**config.mk**
```make
export PLATFORM = sky130hd
export DESIGN_NAME = eeg_delta_packetizer
export DESIGN_NICKNAME = d
export VERILOG_FILES = /design/src/design/edp_pkg.sv /design/src/design/edp_eeg_lane.sv /design/src/design/edp_peak_lane.sv /design/src/design/edp_merge.sv /design/src/design/eeg_delta_packetizer.sv
export VERILOG_INCLUDE_DIRS = /design/src /design/src/design
export SDC_FILE = /design/constraint.sdc
export NUM_CORES = 1
export LEC_CHECK = 0
export BUFFER_PORTS_ARGS = -buffer_cell sky130_fd_sc_hd__buf_2
export CORE_ASPECT_RATIO = 0.8
export CORE_MARGIN = 1
export CORE_UTILIZATION = 46
export CTS_CLUSTER_DIAMETER = 200
export DETAILED_ROUTE_END_ITERATION = 10
export PLACE_DENSITY_LB_ADDON = 0.25
export SETUP_SLACK_MARGIN = 0.05
export SLEW_MARGIN = 20
export SYNTH_ARGS = -nofsm -noshare
export SYNTH_HDL_FRONTEND = slang
export SYNTH_SLANG_ARGS = --single-unit
```
**constraint.sdc**
```tcl
create_clock -name clk_i -period 4.3 [get_ports clk_i]
set_input_delay 0.43 -clock clk_i [delete_from_list [all_inputs] [get_ports clk_i]]
set_output_delay 0.43 -clock clk_i [all_outputs]
set_load 0.005 [all_outputs]
```
**src/design/eeg_delta_packetizer_defines.svh**
```systemverilog
// Assertion macros shared by the packetizer RTL.
// No dependencies; included by files that carry concurrent checks.
`ifndef EEG_DELTA_PACKETIZER_DEFINES_SVH
`define EEG_DELTA_PACKETIZER_DEFINES_SVH

// antecedent holds -> consequent holds in the same cycle
`define EDP_ASSERT_IMPL(label, clk, rst_n, pre, post) \
  label: assert property (@(posedge clk) disable iff (!rst_n) (pre) |-> (post)) \
    else $error("edp: same-cycle check failed");

// antecedent holds -> consequent holds in the next cycle
`define EDP_ASSERT_NEXT(label, clk, rst_n, pre, post) \
  label: assert property (@(posedge clk) disable iff (!rst_n) (pre) |=> (post)) \
    else $error("edp: next-cycle check failed");

// condition must never be seen out of reset
`define EDP_ASSERT_NEVER(label, clk, rst_n, cond) \
  label: assert property (@(posedge clk) disable iff (!rst_n) !(cond)) \
    else $error("edp: forbidden condition seen");

`endif

```
**src/design/edp_pkg.sv**
```systemverilog
// Shared constants, types and helpers for the EEG delta packetizer.
// No dependencies; imported by every module of the block.
package edp_pkg;

  localparam int unsigned SamplesPerPacket = 32;
  localparam int unsigned NumBanks         = 2;

  localparam int unsigned RawW      = 16;
  localparam int unsigned SampleW   = 10;
  localparam int unsigned SampleLsb = 6;
  localparam int unsigned CodeW     = 11;
  localparam int unsigned SlotOutW  = 6;

  // counter must hold SamplesPerPacket + 1
  localparam int unsigned SlotW = $clog2(SamplesPerPacket + 2);
  localparam int unsigned BankW = (NumBanks > 1) ? $clog2(NumBanks) : 1;

  localparam logic [SlotW-1:0] SlotTop  = SlotW'(SamplesPerPacket + 1);
  localparam logic [SlotW-1:0] SlotWrap = SlotW'(SamplesPerPacket);
  localparam logic [BankW-1:0] BankLast = BankW'(NumBanks - 1);

  localparam logic signed [CodeW-1:0] DiffMax = 11'sd127;
  localparam logic signed [CodeW-1:0] DiffMin = -11'sd128;
  localparam logic [SampleW-1:0]      SlewUp   = 10'd127;
  localparam logic [SampleW-1:0]      SlewDown = 10'd128;

  // func / kind codes
  localparam logic FuncSnap    = 1'b0;
  localparam logic FuncStart   = 1'b1;
  localparam logic KindSample  = 1'b0;
  localparam logic KindClosed  = 1'b1;

  localparam int unsigned InDataW  = 4 * RawW;
  localparam int unsigned OutBitsW = SlotOutW + 2 * CodeW + 1 + 2 * SampleW;
  localparam int unsigned OutDataW = ((OutBitsW + 7) / 8) * 8;

  typedef struct packed {
    logic                    kind;
    logic [SlotOutW-1:0]     slot;
    logic signed [CodeW-1:0] left_code;
    logic signed [CodeW-1:0] right_code;
    logic                    closed_bank;
    logic [SampleW-1:0]      left_emg_peak;
    logic [SampleW-1:0]      right_emg_peak;
  } result_t;

  function automatic logic [SampleW-1:0] take_sample(input logic [RawW-1:0] raw);
    return raw[SampleLsb +: SampleW];
  endfunction

endpackage

```
**src/design/edp_eeg_lane.sv**
```systemverilog
// One EEG channel: tracked value and slew-limited delta coder.
// Depends on edp_pkg.
module edp_eeg_lane (
  input  logic                               clk_i,
  input  logic                               rst_ni,
  input  logic                               snap_i,
  input  logic                               first_i,
  input  logic [edp_pkg::RawW-1:0]           raw_i,
  output logic signed [edp_pkg::CodeW-1:0]   code_o
);
  import edp_pkg::*;

  logic [SampleW-1:0]      tracked_q, tracked_d;
  logic [SampleW-1:0]      x;
  logic signed [CodeW-1:0] diff;

  assign x    = take_sample(raw_i);
  assign diff = $signed({1'b0, x}) - $signed({1'b0, tracked_q});

  always_comb begin
    priority if (first_i) begin
      tracked_d = x;
      code_o    = $signed({1'b0, x});
    end else if (diff > DiffMax) begin
      tracked_d = tracked_q + SlewUp;
      code_o    = DiffMax;
    end else if (diff < DiffMin) begin
      tracked_d = tracked_q - SlewDown;
      code_o    = DiffMin;
    end else begin
      tracked_d = x;
      code_o    = diff;
    end
  end

  always_ff @(posedge clk_i or negedge rst_ni) begin
    if (!rst_ni) begin
      tracked_q <= '0;
    end else if (snap_i) begin
      tracked_q <= tracked_d;
    end
  end

endmodule

```
**src/design/edp_peak_lane.sv**
```systemverilog
// One EMG channel: running maximum over the open packet.
// Depends on edp_pkg.
module edp_peak_lane (
  input  logic                          clk_i,
  input  logic                          rst_ni,
  input  logic                          snap_i,
  input  logic                          clear_i,
  input  logic [edp_pkg::RawW-1:0]      raw_i,
  output logic [edp_pkg::SampleW-1:0]   peak_o
);
  import edp_pkg::*;

  logic [SampleW-1:0] peak_q, peak_d;
  logic [SampleW-1:0] v;

  assign v = take_sample(raw_i);

  always_comb begin
    peak_d = peak_q;
    priority if (clear_i) begin
      peak_d = '0;
    end else if (snap_i && (v > peak_q)) begin
      peak_d = v;
    end
  end

  always_ff @(posedge clk_i or negedge rst_ni) begin
    if (!rst_ni) begin
      peak_q <= '0;
    end else begin
      peak_q <= peak_d;
    end
  end

  assign peak_o = peak_q;

endmodule

```
**src/design/edp_merge.sv**
```systemverilog
// Merges lane results into one result word and holds it in the output register.
// Depends on edp_pkg.
module edp_merge (
  input  logic                               clk_i,
  input  logic                               rst_ni,
  input  logic                               load_i,
  input  logic                               kind_i,
  input  logic [edp_pkg::SlotOutW-1:0]       slot_i,
  input  logic signed [edp_pkg::CodeW-1:0]   left_code_i,
  input  logic signed [edp_pkg::CodeW-1:0]   right_code_i,
  input  logic                               bank_i,
  input  logic [edp_pkg::SampleW-1:0]        left_peak_i,
  input  logic [edp_pkg::SampleW-1:0]        right_peak_i,
  input  logic                               out_ready_i,
  output logic                               out_valid_o,
  output edp_pkg::result_t                   result_o
);
  import edp_pkg::*;

  logic    valid_q, valid_d;
  result_t res_q, res_d;

  // unused fields of each kind read as zero
  always_comb begin
    res_d      = '0;
    res_d.kind = kind_i;
    unique case (kind_i)
      KindClosed: begin
        res_d.closed_bank    = bank_i;
        res_d.left_emg_peak  = left_peak_i;
        res_d.right_emg_peak = right_peak_i;
      end
      KindSample: begin
        res_d.slot       = slot_i;
        res_d.left_code  = left_code_i;
        res_d.right_code = right_code_i;
      end
      default: ;
    endcase
  end

  always_comb begin
    priority if (load_i) begin
      valid_d = 1'b1;
    end else if (out_ready_i) begin
      valid_d = 1'b0;
    end else begin
      valid_d = valid_q;
    end
  end

  always_ff @(posedge clk_i or negedge rst_ni) begin
    if (!rst_ni) begin
      valid_q <= 1'b0;
    end else begin
      valid_q <= valid_d;
    end
  end

  always_ff @(posedge clk_i) begin
    if (load_i) begin
      res_q <= res_d;
    end
  end

  assign out_valid_o = valid_q;
  assign result_o    = res_q;

endmodule

```
**src/design/eeg_delta_packetizer.sv**
```systemverilog
// EEG delta packetizer. One word in, one word out, one word per clock sustained.
// Each input word is fully processed in the cycle it is taken: the two EEG lanes
// (subtract, clamp) and the two EMG peak lanes work in parallel, and the result
// appears on the output register on the next cycle. The only thing that stalls the
// input is a full output register that the downstream side has not taken, so
// throughput is one word per cycle while m_axis_tready is high. A start word
// (tuser = 1) closes the packet and returns the finished bank and EMG peaks; a snap
// word (tuser = 0) returns the slot and the two EEG codes, full value at slot 0 and
// a saturated -128..127 difference thereafter.
`include "eeg_delta_packetizer_defines.svh"

module eeg_delta_packetizer (
  input  logic                          clk_i,
  input  logic                          rst_ni,
  input  logic                          s_axis_tvalid,
  output logic                          s_axis_tready,
  // [15:0] left_eeg_raw, [31:16] right_eeg_raw, [47:32] left_emg_raw,
  // [63:48] right_emg_raw
  input  logic [edp_pkg::InDataW-1:0]   s_axis_tdata,
  // [0] func
  input  logic                          s_axis_tuser,
  output logic                          m_axis_tvalid,
  input  logic                          m_axis_tready,
  // [5:0] slot, [16:6] left_code, [27:17] right_code, [28] closed_bank,
  // [38:29] left_emg_peak, [48:39] right_emg_peak, [55:49] zero
  output logic [edp_pkg::OutDataW-1:0]  m_axis_tdata,
  // [0] kind
  output logic                          m_axis_tuser
);
  import edp_pkg::*;

  logic               accept, snap, start;
  logic [SlotW-1:0]   slot_q, slot_d;
  logic [BankW-1:0]   bank_q, bank_d;
  logic signed [CodeW-1:0] left_code, right_code;
  logic [SampleW-1:0] left_peak, right_peak;
  result_t            res;

  assign accept = s_axis_tvalid && s_axis_tready;
  assign snap   = accept && (s_axis_tuser == FuncSnap);
  assign start  = accept && (s_axis_tuser == FuncStart);

  always_comb begin
    slot_d = slot_q;
    bank_d = bank_q;
    if (start) begin
      slot_d = '0;
      bank_d = (bank_q == BankLast) ? '0 : bank_q + 1'b1;
    end else if (snap) begin
      slot_d = (slot_q == SlotTop) ? SlotWrap : slot_q + 1'b1;
    end
  end

  always_ff @(posedge clk_i or negedge rst_ni) begin
    if (!rst_ni) begin
      slot_q <= '0;
      bank_q <= '0;
    end else begin
      slot_q <= slot_d;
      bank_q <= bank_d;
    end
  end

  edp_eeg_lane u_left_eeg (
    .clk_i   (clk_i),
    .rst_ni  (rst_ni),
    .snap_i  (snap),
    .first_i (slot_q == '0),
    .raw_i   (s_axis_tdata[0*RawW +: RawW]),
    .code_o  (left_code)
  );

  edp_eeg_lane u_right_eeg (
    .clk_i   (clk_i),
    .rst_ni  (rst_ni),
    .snap_i  (snap),
    .first_i (slot_q == '0),
    .raw_i   (s_axis_tdata[1*RawW +: RawW]),
    .code_o  (right_code)
  );

  edp_peak_lane u_left_emg (
    .clk_i   (clk_i),
    .rst_ni  (rst_ni),
    .snap_i  (snap),
    .clear_i (start),
    .raw_i   (s_axis_tdata[2*RawW +: RawW]),
    .peak_o  (left_peak)
  );

  edp_peak_lane u_right_emg (
    .clk_i   (clk_i),
    .rst_ni  (rst_ni),
    .snap_i  (snap),
    .clear_i (start),
    .raw_i   (s_axis_tdata[3*RawW +: RawW]),
    .peak_o  (right_peak)
  );

  edp_merge u_merge (
    .clk_i        (clk_i),
    .rst_ni       (rst_ni),
    .load_i       (accept),
    .kind_i       (s_axis_tuser),
    .slot_i       (SlotOutW'(slot_q)),
    .left_code_i  (left_code),
    .right_code_i (right_code),
    .bank_i       (bank_q[0]),
    .left_peak_i  (left_peak),
    .right_peak_i (right_peak),
    .out_ready_i  (m_axis_tready),
    .out_valid_o  (m_axis_tvalid),
    .result_o     (res)
  );

  // output register frees up in the same cycle it is drained
  assign s_axis_tready = !m_axis_tvalid || m_axis_tready;

  assign m_axis_tuser = res.kind;
  assign m_axis_tdata = OutDataW'({res.right_emg_peak, res.left_emg_peak, res.closed_bank,
                                   res.right_code, res.left_code, res.slot});

  `EDP_ASSERT_NEVER(a_slot_cap, clk_i, rst_ni, slot_q > SlotTop)
  `EDP_ASSERT_NEXT(a_start_rewinds, clk_i, rst_ni, start,
                   (slot_q == '0) && (left_peak == '0) && (right_peak == '0))
  `EDP_ASSERT_NEXT(a_word_out, clk_i, rst_ni, accept, m_axis_tvalid)
  `EDP_ASSERT_IMPL(a_hold_stalls, clk_i, rst_ni, m_axis_tvalid && !m_axis_tready,
                   !s_axis_tready)

endmodule

```
# Word level (Yosys, flattened, before mapping)
# Index checks and enable logic that the tools add are counted.
# op_classes
mux,22
order_cmp,6
reduce_logical,14
n_addsub,8
eq_ne,1
bitwise_logic,1
# ops
cell,count
$mux W10,14
$gt A11 B8 Y1 const B,2
$lt A11 B8 Y1 const B,2
$mux W11,2
$sub A10 B10 Y11,2
$add A10 B7 Y10 const B,2
$gt A10 B10 Y1,2
$sub A10 B8 Y10 const B,2
$mux W6,3
$reduce_bool A2 Y1,4
$add A6 B1 Y6 const B,1
$eq A6 B6 Y1 const B,1
$logic_not A6 Y1,1
$reduce_or A3 Y1,2
$logic_and A1 B1 Y1,5
$mux W1,3
$add A1 B1 Y1 const B,1
$logic_not A1 Y1,1
$logic_or A1 B1 Y1,1
$not A1 Y1,1
# totals
reg_bits,98
out_inout_bits,59

# Logic depth before layout (Yosys ltp)
# Gate-level depths: netlist (run 1).
# logic_depth
depth_word,7
ltp_mapped,13
mapped_depth_nobuf,11

# By module
# A second synthesis (run 1) with hierarchy kept.
# hier_totals
hier_cells,685
area_unflattened_um2,6865.3
# by_module_without_submodules
module,area_per_inst_um2,seq_area_each_um2,cells_per_inst,instances
edp_merge,1885.6,1526.5,107,1
edp_eeg_lane at u_left_eeg,1551.5,250.2,188,1
edp_peak_lane,749.5,250.2,78,2
edp_eeg_lane at u_right_eeg,1420.1,250.2,176,1
eeg_delta_packetizer,509.2,175.2,58,1

# Worst setup path before layout (run 1)
# No wires, ideal clock.
# synth_timing
path_kind,in2reg
start,input port m_axis_tready
end,register u_left_emg.peak_q[0] (netlist: u_left_emg.peak_o[0])
setup_slack_ns,1.099
required_time_ns,4.213
n_path_buf,1
path_stages,8
arrival_ns,3.115
path_cell_list,nand2b_1 -> nand2_1 -> inv_1 -> nand2b_1 -> clkbuf_1 -> nor3_1 -> nand2_1 -> o211ai_1
# synth_between
elab_chain_cells,5
word_cells_on_any_way,7
cone_classes,mux (1); reduce/logical (6)
# synth_lines
element,line,rtl
from (decl),eeg_delta_packetizer.sv:23,"input logic m_axis_tready,"
$logic_or A1 B1 Y1 (*),eeg_delta_packetizer.sv:117,assign s_axis_tready = !m_axis_tvalid || m_axis_tready;
$logic_and A1 B1 Y1 (*),eeg_delta_packetizer.sv:39,assign accept = s_axis_tvalid && s_axis_tready;
named net accept,eeg_delta_packetizer.sv:32,"logic accept, snap, start;"
$logic_and A1 B1 Y1,eeg_delta_packetizer.sv:40,assign snap = accept && (s_axis_tuser == FuncSnap);
$logic_and A1 B1 Y1,edp_peak_lane.sv:22,end else if (snap_i && (v > peak_q)) begin
$reduce_bool A2 Y1 (no line),--,
to (signal assigned),edp_peak_lane.sv:31,peak_q <= peak_d;
to (decl),edp_peak_lane.sv:13,"logic [SampleW-1:0] peak_q, peak_d;"
# Mark *: on every way through the listed nets, which the timed path passes. The rest lies on a longest branch.
# A chain may end at the register's enable or synchronous reset.

# Worst setup path after layout (run 1)
# layout_timing
start,register u_left_eeg.tracked_q[0]
end,"register u_merge.res_q, in the netlist u_merge.result_o[36], data pin"
# layout_between
elab_chain_cells,5
word_cells_on_any_way,6
cone_classes,add/sub (1); order compare (2); mux (3)
# layout_lines
element,line,rtl
from (decl),edp_eeg_lane.sv:13,"logic [SampleW-1:0] tracked_q, tracked_d;"
from (signal assigned),edp_eeg_lane.sv:40,tracked_q <= tracked_d;
$sub A10 B10 Y11 (*),edp_eeg_lane.sv:18,"assign diff = $signed({1'b0, x}) - $signed({1'b0, tracked_q});"
$lt A11 B8 Y1,edp_eeg_lane.sv:27,end else if (diff < DiffMin) begin
$mux W11,edp_eeg_lane.sv:27,
$mux W10 (*),edp_eeg_lane.sv:24,end else if (diff > DiffMax) begin
$mux W10 (*),edp_eeg_lane.sv:21,priority if (first_i) begin
to (signal assigned),edp_merge.sv:62,res_q <= res_d;
to (decl),edp_merge.sv:21,"result_t res_q, res_d;"
# Mark *: on every way between the ends. The rest lies on a longest branch, timed or not.

==> metrics.csv, run 1 <==
metric;value;unit
outcome;finished clean;
Core ar.;13800;um^2
vias in the first global route;5453;
Primary FF master, synth;edfxtp_1;
fill cell count;1254;
die height;109;um
Reg-to-Reg End;u_merge.result_o[36];
Worst IR Drop VDD;0.267;mV
Post-Syn Instances;718;
n_diodes;0;
antenna violations before repair;0;
area leader, netlist;edfxtp_1;
CTS H-tree lvls;3;
Sink Count;98;
DR pass1 iterations;5;
# DRC;0;
critical path peak fanout;10;
DR vias/cell;5.81;
dpl cells;971;
Final ANT Viol Nets;0;
Via Count;5739;
Iter 0 DRT Violations;472;
worst path arrival time;3650;ps
Area contributors post-synth;edfxtp_1, dfrtp_1, ha_1;
Clock Pin Slew Worst Setup and Hold Paths;70;ps
CP max stage delay;490;ps
Design Area, Final;7490;um^2
worst slew pin tran;797;ps
Ports;128;
GPL Wtd Cong;0.910;
Power per Cell Area;623;nW/um^2
Worst-Skew Late Latency;350;ps
Max Freq;281;MHz
YS warnings;0;
Area after DPL;7210;um^2
worst reg2reg path startpoint;u_left_eeg.tracked_q[0];
CTS tree;yes;
post-CTS setup buffer count;0;
Post-DP HPWL;11600;um
Port Buffers;96;
reg2reg path depth;10;
RSZ-0062 raised after global routing;false;
Layout area overhead;13.6;%
final hold vios;0;
Max Slew Vio Count;0;
Resize count post-CTS;0;
fin nets;922;
CP startpoint kind;register;
Post-CTS Hold Fix Bufs;0;
crit-path cells;ha_1, fa_1, nand2b_1, a21oi_2, o221ai_1, and2_1, o41ai_4, nor2_1, a211oi_1, a211oi_1;
Longest Clk Path Bufs;2;
Leak Pwr;3.32;nW
crit path from;u_left_eeg.tracked_q[0];
Layout Utilization;54.4;%
final setup margin;736;ps
period utilization;82.9;%
synthesized area;6600;um^2
std cell rows;38;
Inserted Clock Buffers;9;
Rel. slew slack;46.7;%
mean post-synth cell area;9.19;um^2
critical path class;reg2reg;
Seq cells post-synth;98;
Global Route Usage Sum;22.9;%
Root Buffer;clkbuf_16;
hold crit path type;in2async;
Routed WL per cell;16.6;um
Max-Cap Viols;0;
capture point of the worst path;u_merge.result_o[36];
Yosys top cell area share;22.8;%
largest net degree at the start of global routing;53;
Routed WL;16400;um
CP max-delay cell;o41ai_4;
Initial Util;47.8;%
FF-to-FF setup slack;740;ps
fraction of layout cells with a size suffix above 1;17.2;%
Seq/Total Area, Yosys;41.0;%
CP Buf/Inv Count;0;
Design Power;4.67;mW
WP depth;10;
grt total ovfl;0;
worst slack at placement;628;ps
Most common cell on crit path;a211oi_1;
crit end category;register;
setup TNS;0;ps
Finished Layout Cells;987;
Die ar.;14800;um^2
Top Family by Delay on Critical Path;compound AO/OA/AOI/OAI gates;
Final setup viols;0;
first-pass GRT wire length;26800;um
asr flop ratio synth;49.0;%
worst hold margin;180;ps
count of cell types in the netlist;74;
critical path data required time;4380;ps
minimum clock period;3560;ps
chip width;136;um
skew final;5.23;ps
Post-synth EDFFs;50;
[registers in the layout (all words and copies together), names as in the netlist]
register	flops
bank_q	1
slot_q	6
u_left_eeg.tracked_q	10
u_left_emg.peak_o	10
u_merge.out_valid_o	1
u_merge.result_o	50
u_right_eeg.tracked_q	10
u_right_emg.peak_o	10
[where the power goes]
group,leakage (nW),internal [mW],switching [mW]
logic,2.09,0.944,1.54
clock network,0.139,0.403,0.388
registers,1.09,1.24,0.145
[logic make-up after synthesis]
kind of cell	synth area share, %
compound gates	22.2
buf+inv	6.35
mux	0.607
xor+xnor	1.71
simple gates	18.2
fa+ha+maj	9.90
flops	41.0
other cells	0.0568
[how the worst min path moves through the flow]
stage               startpoint               endpoint  cells past startpoint  slack [ps]
CTS                     rst_ni  u_right_emg.peak_o[9]                      2         210
finish                  rst_ni  u_right_emg.peak_o[2]                      2         180
global route            rst_ni  u_right_emg.peak_o[5]                      2         250
detailed placement      bank_q                 bank_q                      1         460
floorplan               rst_ni                 bank_q                      0         130
global placement        bank_q                 bank_q                      1         450
[synth_stat cells, types with 3 or more instances]
cell	count
a211o_1	8
a211oi_1	14
a21o_1	11
a21oi_1	40
a22oi_1	4
a31o_2	3
a31oi_1	10
a41oi_1	3
and2_1	26
and3_1	15
buf_1	3
buf_4	8
clkbuf_1	23
dfrtp_1	48
edfxtp_1	50
ha_1	49
inv_1	64
mux2i_1	4
nand2_1	54
nand2b_1	10
nand3_1	24
nand4_1	8
nor2_1	47
nor2b_1	11
nor3_1	18
nor4_1	4
o211ai_1	16
o21a_1	13
o21ai_0	49
o21ai_1	6
o221ai_1	3
o22ai_1	3
o31a_1	4
o31ai_1	3
or2_2	3
or3_1	4
xnor2_1	8
xor2_1	3
[layer usage]
layer  share of wire [%]  GRT usage (%)  vias to the layer above
met4                 1.4           6.90                        0
met3                 4.7           4.18                       24
met5                   0              0                        -
met2                  45           36.0                      169
met1                  49           32.1                     2769
li1                    -              -                     2777
[cell type report]
| cell class | count | area (um^2) | share of cell area, % |
|---|---|---|---|
| clock inverter | 7 | 58.8 | 0.785 |
| sequential | 98 | 2700 | 36.1 |
| multi-input combinational | 525 | 3500 | 46.7 |
| inverter | 64 | 240 | 3.21 |
| tap | 180 | 225 | 3.01 |
| timing repair buffer | 104 | 541 | 7.21 |
| clock buffer | 9 | 225 | 3.01 |
[layout by cell type (no fill, tap or decap), types with 11 or more instances in the layout]
cell	n
a211oi_1	14
a21o_1	11
a21oi_1	40
and2_1	26
and3_1	15
buf_2	96
dfrtp_1	48
edfxtp_1	50
ha_1	49
inv_1	63
nand2_1	54
nand3_1	24
nor2_1	47
nor2b_1	11
nor3_1	17
o211ai_1	16
o21a_1	13
o21ai_0	49
Power figures use the tool's default switching activity.
==> run 2, diff against run 1 <==
- ABC_AREA: not set -> 1
- clock period: 4.3 -> 2.93 ns (I/O delays scaled with it)
==> metrics.csv, run 2 <==
metric;value;unit;change
Seq cells post-synth;98;;unchanged
Ports;128;;unchanged
dpl cells;1078;;was 971
critical path class;reg2reg;;unchanged
GPL Wtd Cong;0.861;;was 0.910
std cell rows;38;;unchanged
top-count cell post-synth;nand2_1;;was inv_1
worst reg2reg path startpoint;u_right_eeg.tracked_q[0];;was u_left_eeg.tracked_q[0]
DR pass1 iterations;5;;unchanged
fin nets;1029;;was 922
# DRC;0;;unchanged
Sink Count;98;;unchanged
Max Freq;372;MHz;was 281 MHz
Routed WL per cell;13.4;um;was 16.6 um
Post-Syn Instances;813;;was 718
asr flop ratio synth;49.0;%;unchanged
critical path data required time;3020;ps;was 4380 ps
final setup margin;240;ps;was 736 ps
Primary FF master, synth;edfxtp_1;;unchanged
grt total ovfl;0;;unchanged
Rel. slew slack;56.0;%;was 46.7%
Worst IR Drop VDD;0.400;mV;was 0.267 mV
mean post-synth cell area;8.19;um^2;was 9.19 um^2
crit end category;register;;unchanged
Root Buffer;clkbuf_16;;unchanged
Clock Pin Slew Worst Setup and Hold Paths;70;ps;about the same
RSZ-0062 raised after global routing;false;;unchanged
crit path from;u_right_eeg.tracked_q[0];;was u_left_eeg.tracked_q[0]
CTS tree;yes;;unchanged
Routed WL;14700;um;was 16,400 um
period utilization;91.8;%;was 82.9%
Longest Clk Path Bufs;2;;unchanged
count of cell types in the netlist;46;;was 74
skew final;5.89;ps;was 5.23 ps
Post-CTS Hold Fix Bufs;0;;unchanged
Post-DP HPWL;10900;um;was 11,600 um
DR vias/cell;4.98;;was 5.81
crit-path cells;ha_1, fa_1, inv_1, nand3_1, nand2_2, nand2_1, nand2_1, nand2_1, nand2_1, nand4_1, nand2_2, inv_2, nor2_4, a21oi_1;;was ha_1, fa_1, nand2b_1, a21oi_2, o221ai_1, and2_1, o41ai_4, nor2_1, a211oi_1, a211oi_1
CP max stage delay;420;ps;was 490 ps
fraction of layout cells with a size suffix above 1;20.4;%;was 17.2%
Inserted Clock Buffers;9;;unchanged
Via Count;5447;;was 5,739
post-CTS setup buffer count;0;;unchanged
final hold vios;0;;unchanged
Layout area overhead;14.8;%;was 13.6%
most common cell after layout, fill and taps aside;nand2_1;;was buf_2
die height;110;um;was 109 um
minimum clock period;2690;ps;was 3560 ps
Worst-Skew Late Latency;340;ps;was 350 ps
hold crit path type;in2async;;unchanged
most frequent cells in the layout;nand2_1, inv_1, buf_2;;was buf_2, inv_1, nand2_1
first-pass GRT wire length;24500;um;was 26,800 um
CP max-delay cell;fa_1;;was o41ai_4
antenna violations before repair;0;;unchanged
synthesized area;6660;um^2;was 6600 um^2
Area contributors post-synth;edfxtp_1, dfrtp_1, nand2_1;;was edfxtp_1, dfrtp_1, ha_1
YS warnings;0;;unchanged
Global Route Usage Sum;21.0;%;was 22.9%
outcome;finished clean;;unchanged
Max Slew Vio Count;0;;unchanged
fill cell count;1330;;was 1,254
Core ar.;13800;um^2;about the same
largest net degree at the start of global routing;49;;was 53
Final ANT Viol Nets;0;;unchanged
Initial Util;48.1;%;was 47.8%
worst path arrival time;2780;ps;was 3650 ps
area of the multi-input gates;3320;um^2;was 3500 um^2
Die ar.;15000;um^2;was 14,800 um^2
Iter 0 DRT Violations;444;;was 472
n_diodes;0;;unchanged
Leak Pwr;3.87;nW;was 3.32 nW
Port Buffers;96;;unchanged
chip width;136;um;about the same
worst slack at placement;227;ps;was 628 ps
Seq/Total Area, Yosys;40.6;%;was 41.0%
Finished Layout Cells;1094;;was 987
vias in the first global route;5030;;was 5,453
Most common cell on crit path;nand2_1;;was a211oi_1
Power per Cell Area;964;nW/um^2;was 623 nW/um^2
critical path peak fanout;13;;was 10
Reg area;2700;um^2;unchanged
Yosys top cell area share;22.6;%;was 22.8%
area leader, netlist;edfxtp_1;;unchanged
CTS H-tree lvls;3;;unchanged
Resize count post-CTS;0;;unchanged
CP startpoint kind;register;;unchanged
Post-synth EDFFs;50;;unchanged
setup TNS;0;ps;unchanged
Layout Utilization;55.2;%;was 54.4%
Final setup viols;0;;unchanged
Max-Cap Viols;0;;unchanged
Synth top cells by count;nand2_1, inv_1, nand3_1;;was inv_1, nand2_1, edfxtp_1
worst slew pin tran;659;ps;was 797 ps
max reg flops;50;;unchanged
==> run 2: cell count changes after synthesis, moves of 12 or more <==
cell and delta:
inv_1 +58, and3_1 -15, xor2_1 +19, nor3_1 -15
nand3_1 +60, clkbuf_1 -12, o21a_1 -13, and2_1 -26
o211ai_1 -14, nor2_1 +15, nand2_2 +16, nand2_1 +121
==> run 2: final cells by class <==
class	count	share of cell area [%]
Multi-Input combinational cell	565	43.4
Sequential cell	98	35.4
Timing Repair Buffer	105	7.17
Inverter	130	6.48
Clock buffer	9	2.95
Tap cell	180	2.95
Clock inverter	7	1.64
==> run 2: cells by family after synthesis <==
logic type | synth area share [%]
compound gates | 10.9
xor+xnor | 3.82
buf+inv | 9.87
flops | 40.6
simple gates | 25.0
other cells | 0.0563
fa+ha+maj | 9.81
==> run 2: metrics by stage <==
stage          cell area, um^2  power (mW)  hold slack, ps
2_1_floorplan             6680        5.25           -2.59
3_3_place_gp              7290        5.94             454
3_5_place_dp              7290        6.00             455
4_1_cts                   7640        7.42            80.1
5_1_grt                   7640        8.05             114
6_report                  7640        7.37            56.5
==> run 2: metal layers <==
| layer | routed length, um | up-vias | track usage, % |
|---|---|---|---|
| li1 | - | 2829 | - |
| met3 | 779 | 8 | 4.06 |
| met2 | 6470 | 133 | 32.9 |
| met1 | 7310 | 2477 | 30.2 |
| met4 | 104 | 0 | 4.29 |
| met5 | 0 | - | 0 |
==> run 2: final timing paths <==
| check | to | slack [ps] | depth (start not counted) |
|---|---|---|---|
| max | u_merge.result_o[26] | 240 | 14 |
| max reg2reg | u_merge.result_o[26] | 240 | 14 |
| max in group asynchronous | u_right_eeg.tracked_q[7] | 2430 | 2 |
| min | u_right_emg.peak_o[4] | 60 | 2 |
| min in group clk_i | u_right_emg.peak_o[8] | 200 | 3 |
| min reg2reg | bank_q | 470 | 1 |
==> run 2: critical path, delay by kind of cell (launching register included) <==
family	cells	cell delay (ps)
buf+inv	2	220
simple gates	9	1050
fa+ha+maj	2	650
compound gates	1	100
flops	1	410
==> run 2: power breakdown <==
group	internal, mW	switching, mW
combinational	1.43	2.52
clock	0.845	0.539
sequential	1.83	0.200
==> run 3, diff against run 2 <==
- SYNTH_HIERARCHICAL: not set -> 1
==> metrics.csv, run 3 <==
metric;value;unit;change
minimum clock period;2560;ps;was 2690 ps
RSZ-0062 raised after global routing;false;;unchanged
Post-CTS Hold Fix Bufs;1;;was 0
critical path peak fanout;11;;was 13
largest net degree at the start of global routing;40;;was 49
antenna violations before repair;0;;unchanged
most frequent cells in the layout;nand2_1, inv_1, buf_2;;unchanged
Routed WL per cell;12.7;um;was 13.4 um
reg2reg path depth;13;;was 14
worst slew pin tran;601;ps;was 659 ps
Core ar.;15200;um^2;was 13,800 um^2
sw frac;45.0;%;was 44.3%
Initial Util;47.6;%;was 48.1%
Routed WL;15600;um;was 14,700 um
Area contributors post-synth;edfxtp_1, dfrtp_1, nand2_1;;unchanged
CP max stage delay;410;ps;was 420 ps
Root Buffer;clkbuf_16;;unchanged
Seq/Total Area, Yosys;37.4;%;was 40.6%
die height;114;um;was 110 um
count of cell types in the netlist;42;;was 46
Port Buffers;96;;unchanged
Design Power;7.08;mW;was 7.37 mW
Internal;3.89;mW;was 4.11 mW
critical path class;reg2reg;;unchanged
Worst-Skew Late Latency;350;ps;was 340 ps
Global Route Usage Sum;20.5;%;was 21.0%
Layout area overhead;12.7;%;was 14.8%
worst path arrival time;2790;ps;was 2780 ps
NetSw;3.19;mW;was 3.26 mW
Seq pwr share;28.1;%;was 27.6%
Resize count post-CTS;0;;unchanged
Die ar.;16200;um^2;was 15,000 um^2
outcome;finished clean;;unchanged
post-CTS setup buffer count;0;;unchanged
Via Count;5927;;was 5,447
Ports;128;;unchanged
setup TNS;0;ps;unchanged
capture point of the worst path;u_right_eeg/tracked_q[4];;was u_merge.result_o[26]
Seq cells post-synth;98;;unchanged
Yosys top cell area share;20.8;%;was 22.6%
final hold vios;0;;unchanged
dpl cells;1206;;was 1,078
crit end category;register;;unchanged
Rel. slew slack;59.9;%;was 56.0%
Longest Clk Path Bufs;2;;unchanged
Iter 0 DRT Violations;414;;was 444
CTS tree;yes;;unchanged
Max Slew Vio Count;0;;unchanged
DR vias/cell;4.85;;was 4.98
Final setup viols;0;;unchanged
Synth top cells by count;nand2_1, inv_1, nand3_1;;unchanged
area of the multi-input gates;3650;um^2;was 3320 um^2
CP startpoint kind;register;;unchanged
CTS H-tree lvls;3;;unchanged
top-count cell post-synth;nand2_1;;unchanged
fin nets;1128;;was 1,029
mean post-synth cell area;7.90;um^2;was 8.19 um^2
most common cell after layout, fill and taps aside;nand2_1;;unchanged
CP max-delay cell;fa_1;;unchanged
Sink Count;98;;unchanged
crit path from;u_right_eeg/tracked_q[0];;was u_right_eeg.tracked_q[0]
fill cell count;1474;;was 1,330
synthesized area;7220;um^2;was 6660 um^2
worst hold margin;199;ps;was 56.5 ps
Reg area;2700;um^2;unchanged
critical path data required time;3160;ps;was 3020 ps
first-pass GRT wire length;26300;um;was 24,500 um
Primary FF master, synth;edfxtp_1;;unchanged
Max-Cap Viols;0;;unchanged
area leader, netlist;edfxtp_1;;unchanged
Post-Syn Instances;914;;was 813
Most common cell on crit path;nand2_1;;unchanged
std cell rows;40;;was 38
YS warnings;6;;was 0
vias in the first global route;5525;;was 5,030
Clock Pin Slew Worst Setup and Hold Paths;60;ps;was 70 ps
Final ANT Viol Nets;0;;unchanged
hold crit path type;in2reg;;was in2async
fraction of layout cells with a size suffix above 1;20.7;%;was 20.4%
n_diodes;0;;unchanged
Comb power frac;54.8;%;was 53.6%
Leak Pwr;4.26;nW;was 3.87 nW
crit-path cells;ha_1, inv_1, fa_1, nand3_1, nand2_1, a21oi_2, o21ai_4, nor2_4, nand2_1, nand2_1, inv_4, nand3b_1, nand2_1;;was ha_1, fa_1, inv_1, nand3_1, nand2_2, nand2_1, nand2_1, nand2_1, nand2_1, nand4_1, nand2_2, inv_2, nor2_4, a21oi_1
DR pass1 iterations;4;;was 5
Post-DP HPWL;11900;um;was 10,900 um
Max Freq;391;MHz;was 372 MHz
# DRC;0;;unchanged
chip width;142;um;was 136 um
Reg-to-Reg End;u_right_eeg/tracked_q[4];;was u_merge.result_o[26]
GPL Wtd Cong;0.915;;was 0.861
worst reg2reg path startpoint;u_right_eeg/tracked_q[0];;was u_right_eeg.tracked_q[0]
Finished Layout Cells;1223;;was 1,094
period utilization;87.2;%;was 91.8%
Clock Power Share;17.1;%;was 18.8%
asr flop ratio synth;49.0;%;unchanged
FF-to-FF setup slack;370;ps;was 240 ps
grt total ovfl;0;;unchanged
Inserted Clock Buffers;9;;unchanged
Post-synth EDFFs;50;;unchanged
max reg flops;50;;unchanged
skew final;6.33;ps;was 5.89 ps
Power per Cell Area;869;nW/um^2;was 964 nW/um^2
Worst IR Drop VDD;0.538;mV;was 0.400 mV
-- run 3: changes by cell type in the layout (fill, tap and decap cells not counted), sizes merged, moves of 5 or more --
cell,delta
nand4,+20
inv,+37
o21ai,-15
a21boi,-5
a211oi,-8
a21oi,+15
nand2,+38
nor2,+12
-- run 3: area by class of cell --
cell class,instances,area share [%]
multi-input cells,622,44.8
flip-flops and latches,98,33.2
inverters,170,7.91
repair buffers,107,7.10
well taps,210,3.23
clock buffers,12,3.15
clock inverters,4,0.630
-- run 3: through the flow --
| stage | util, % | instance area [um^2] | worst slack (ps) |
|---|---|---|---|
| after floorplan | - | 7250 | 593 |
| after global placement | 51.6 | 7830 | 289 |
| after detailed placement | 51.6 | 7830 | 264 |
| after CTS | 53.7 | 8150 | 394 |
| after global routing | 53.7 | 8150 | 152 |
| final | 53.7 | 8150 | 375 |
-- run 3: how the worst min path moves through the flow --
stage                   from                 endpoint  slack, ps  cells after the start
5_1_grt        m_axis_tready      u_merge/out_valid_o        190                      4
2_1_floorplan         rst_ni                   bank_q         -3                      0
4_1_cts        m_axis_tready      u_merge/out_valid_o        180                      4
3_5_place_dp          rst_ni  u_left_eeg/tracked_q[1]        110                      1
3_3_place_gp          rst_ni  u_left_eeg/tracked_q[1]        110                      1
6_report       m_axis_tready      u_merge/out_valid_o        200                      4
-- run 3: cells by family (layout without fill, tap and decap cells) --
family	count (synthesis)	in the layout	synth area share (%)
AO/OA/AOI/OAI	99	99	8.35
XOR/XNOR	24	24	2.91
flip-flops	98	98	37.4
buffers and inverters	200	293	12.5
AND/OR/NAND/NOR	441	441	29.7
adder cells (fa/ha/maj)	51	51	9.04
other	1	7	0.0519
-- run 3: metal layers --
metal / track usage, % / vias to the layer above / part of all wire [%]
met4: 5.09 / 0 / 1.2
li1: - / 3098 / -
met5: 0 / - / 0
met3: 3.51 / 13 / 4.0
met2: 32.3 / 132 / 45
met1: 29.2 / 2684 / 50
-- run 3: power by group through the flow --
stage | sequential, mW | combinational [mW] | clock (mW)
4_1_cts | 1.99 | 3.87 | 1.25
3_3_place_gp | 2.01 | 3.80 | 0
5_1_grt | 2.03 | 4.42 | 1.30
3_5_place_dp | 2.01 | 3.85 | 0
2_1_floorplan | 1.97 | 3.18 | 0
6_report | 1.99 | 3.88 | 1.21
-- run 3: worst max-delay path: cells and delay by family (launching register included) --
kind / cells / cell delay [ps]
and+or+nand+nor: 7 / 910
DFF: 1 / 360
AOI/OAI and AO/OA: 2 / 350
adders and majority gates: 2 / 620
buffers and inverters: 2 / 200
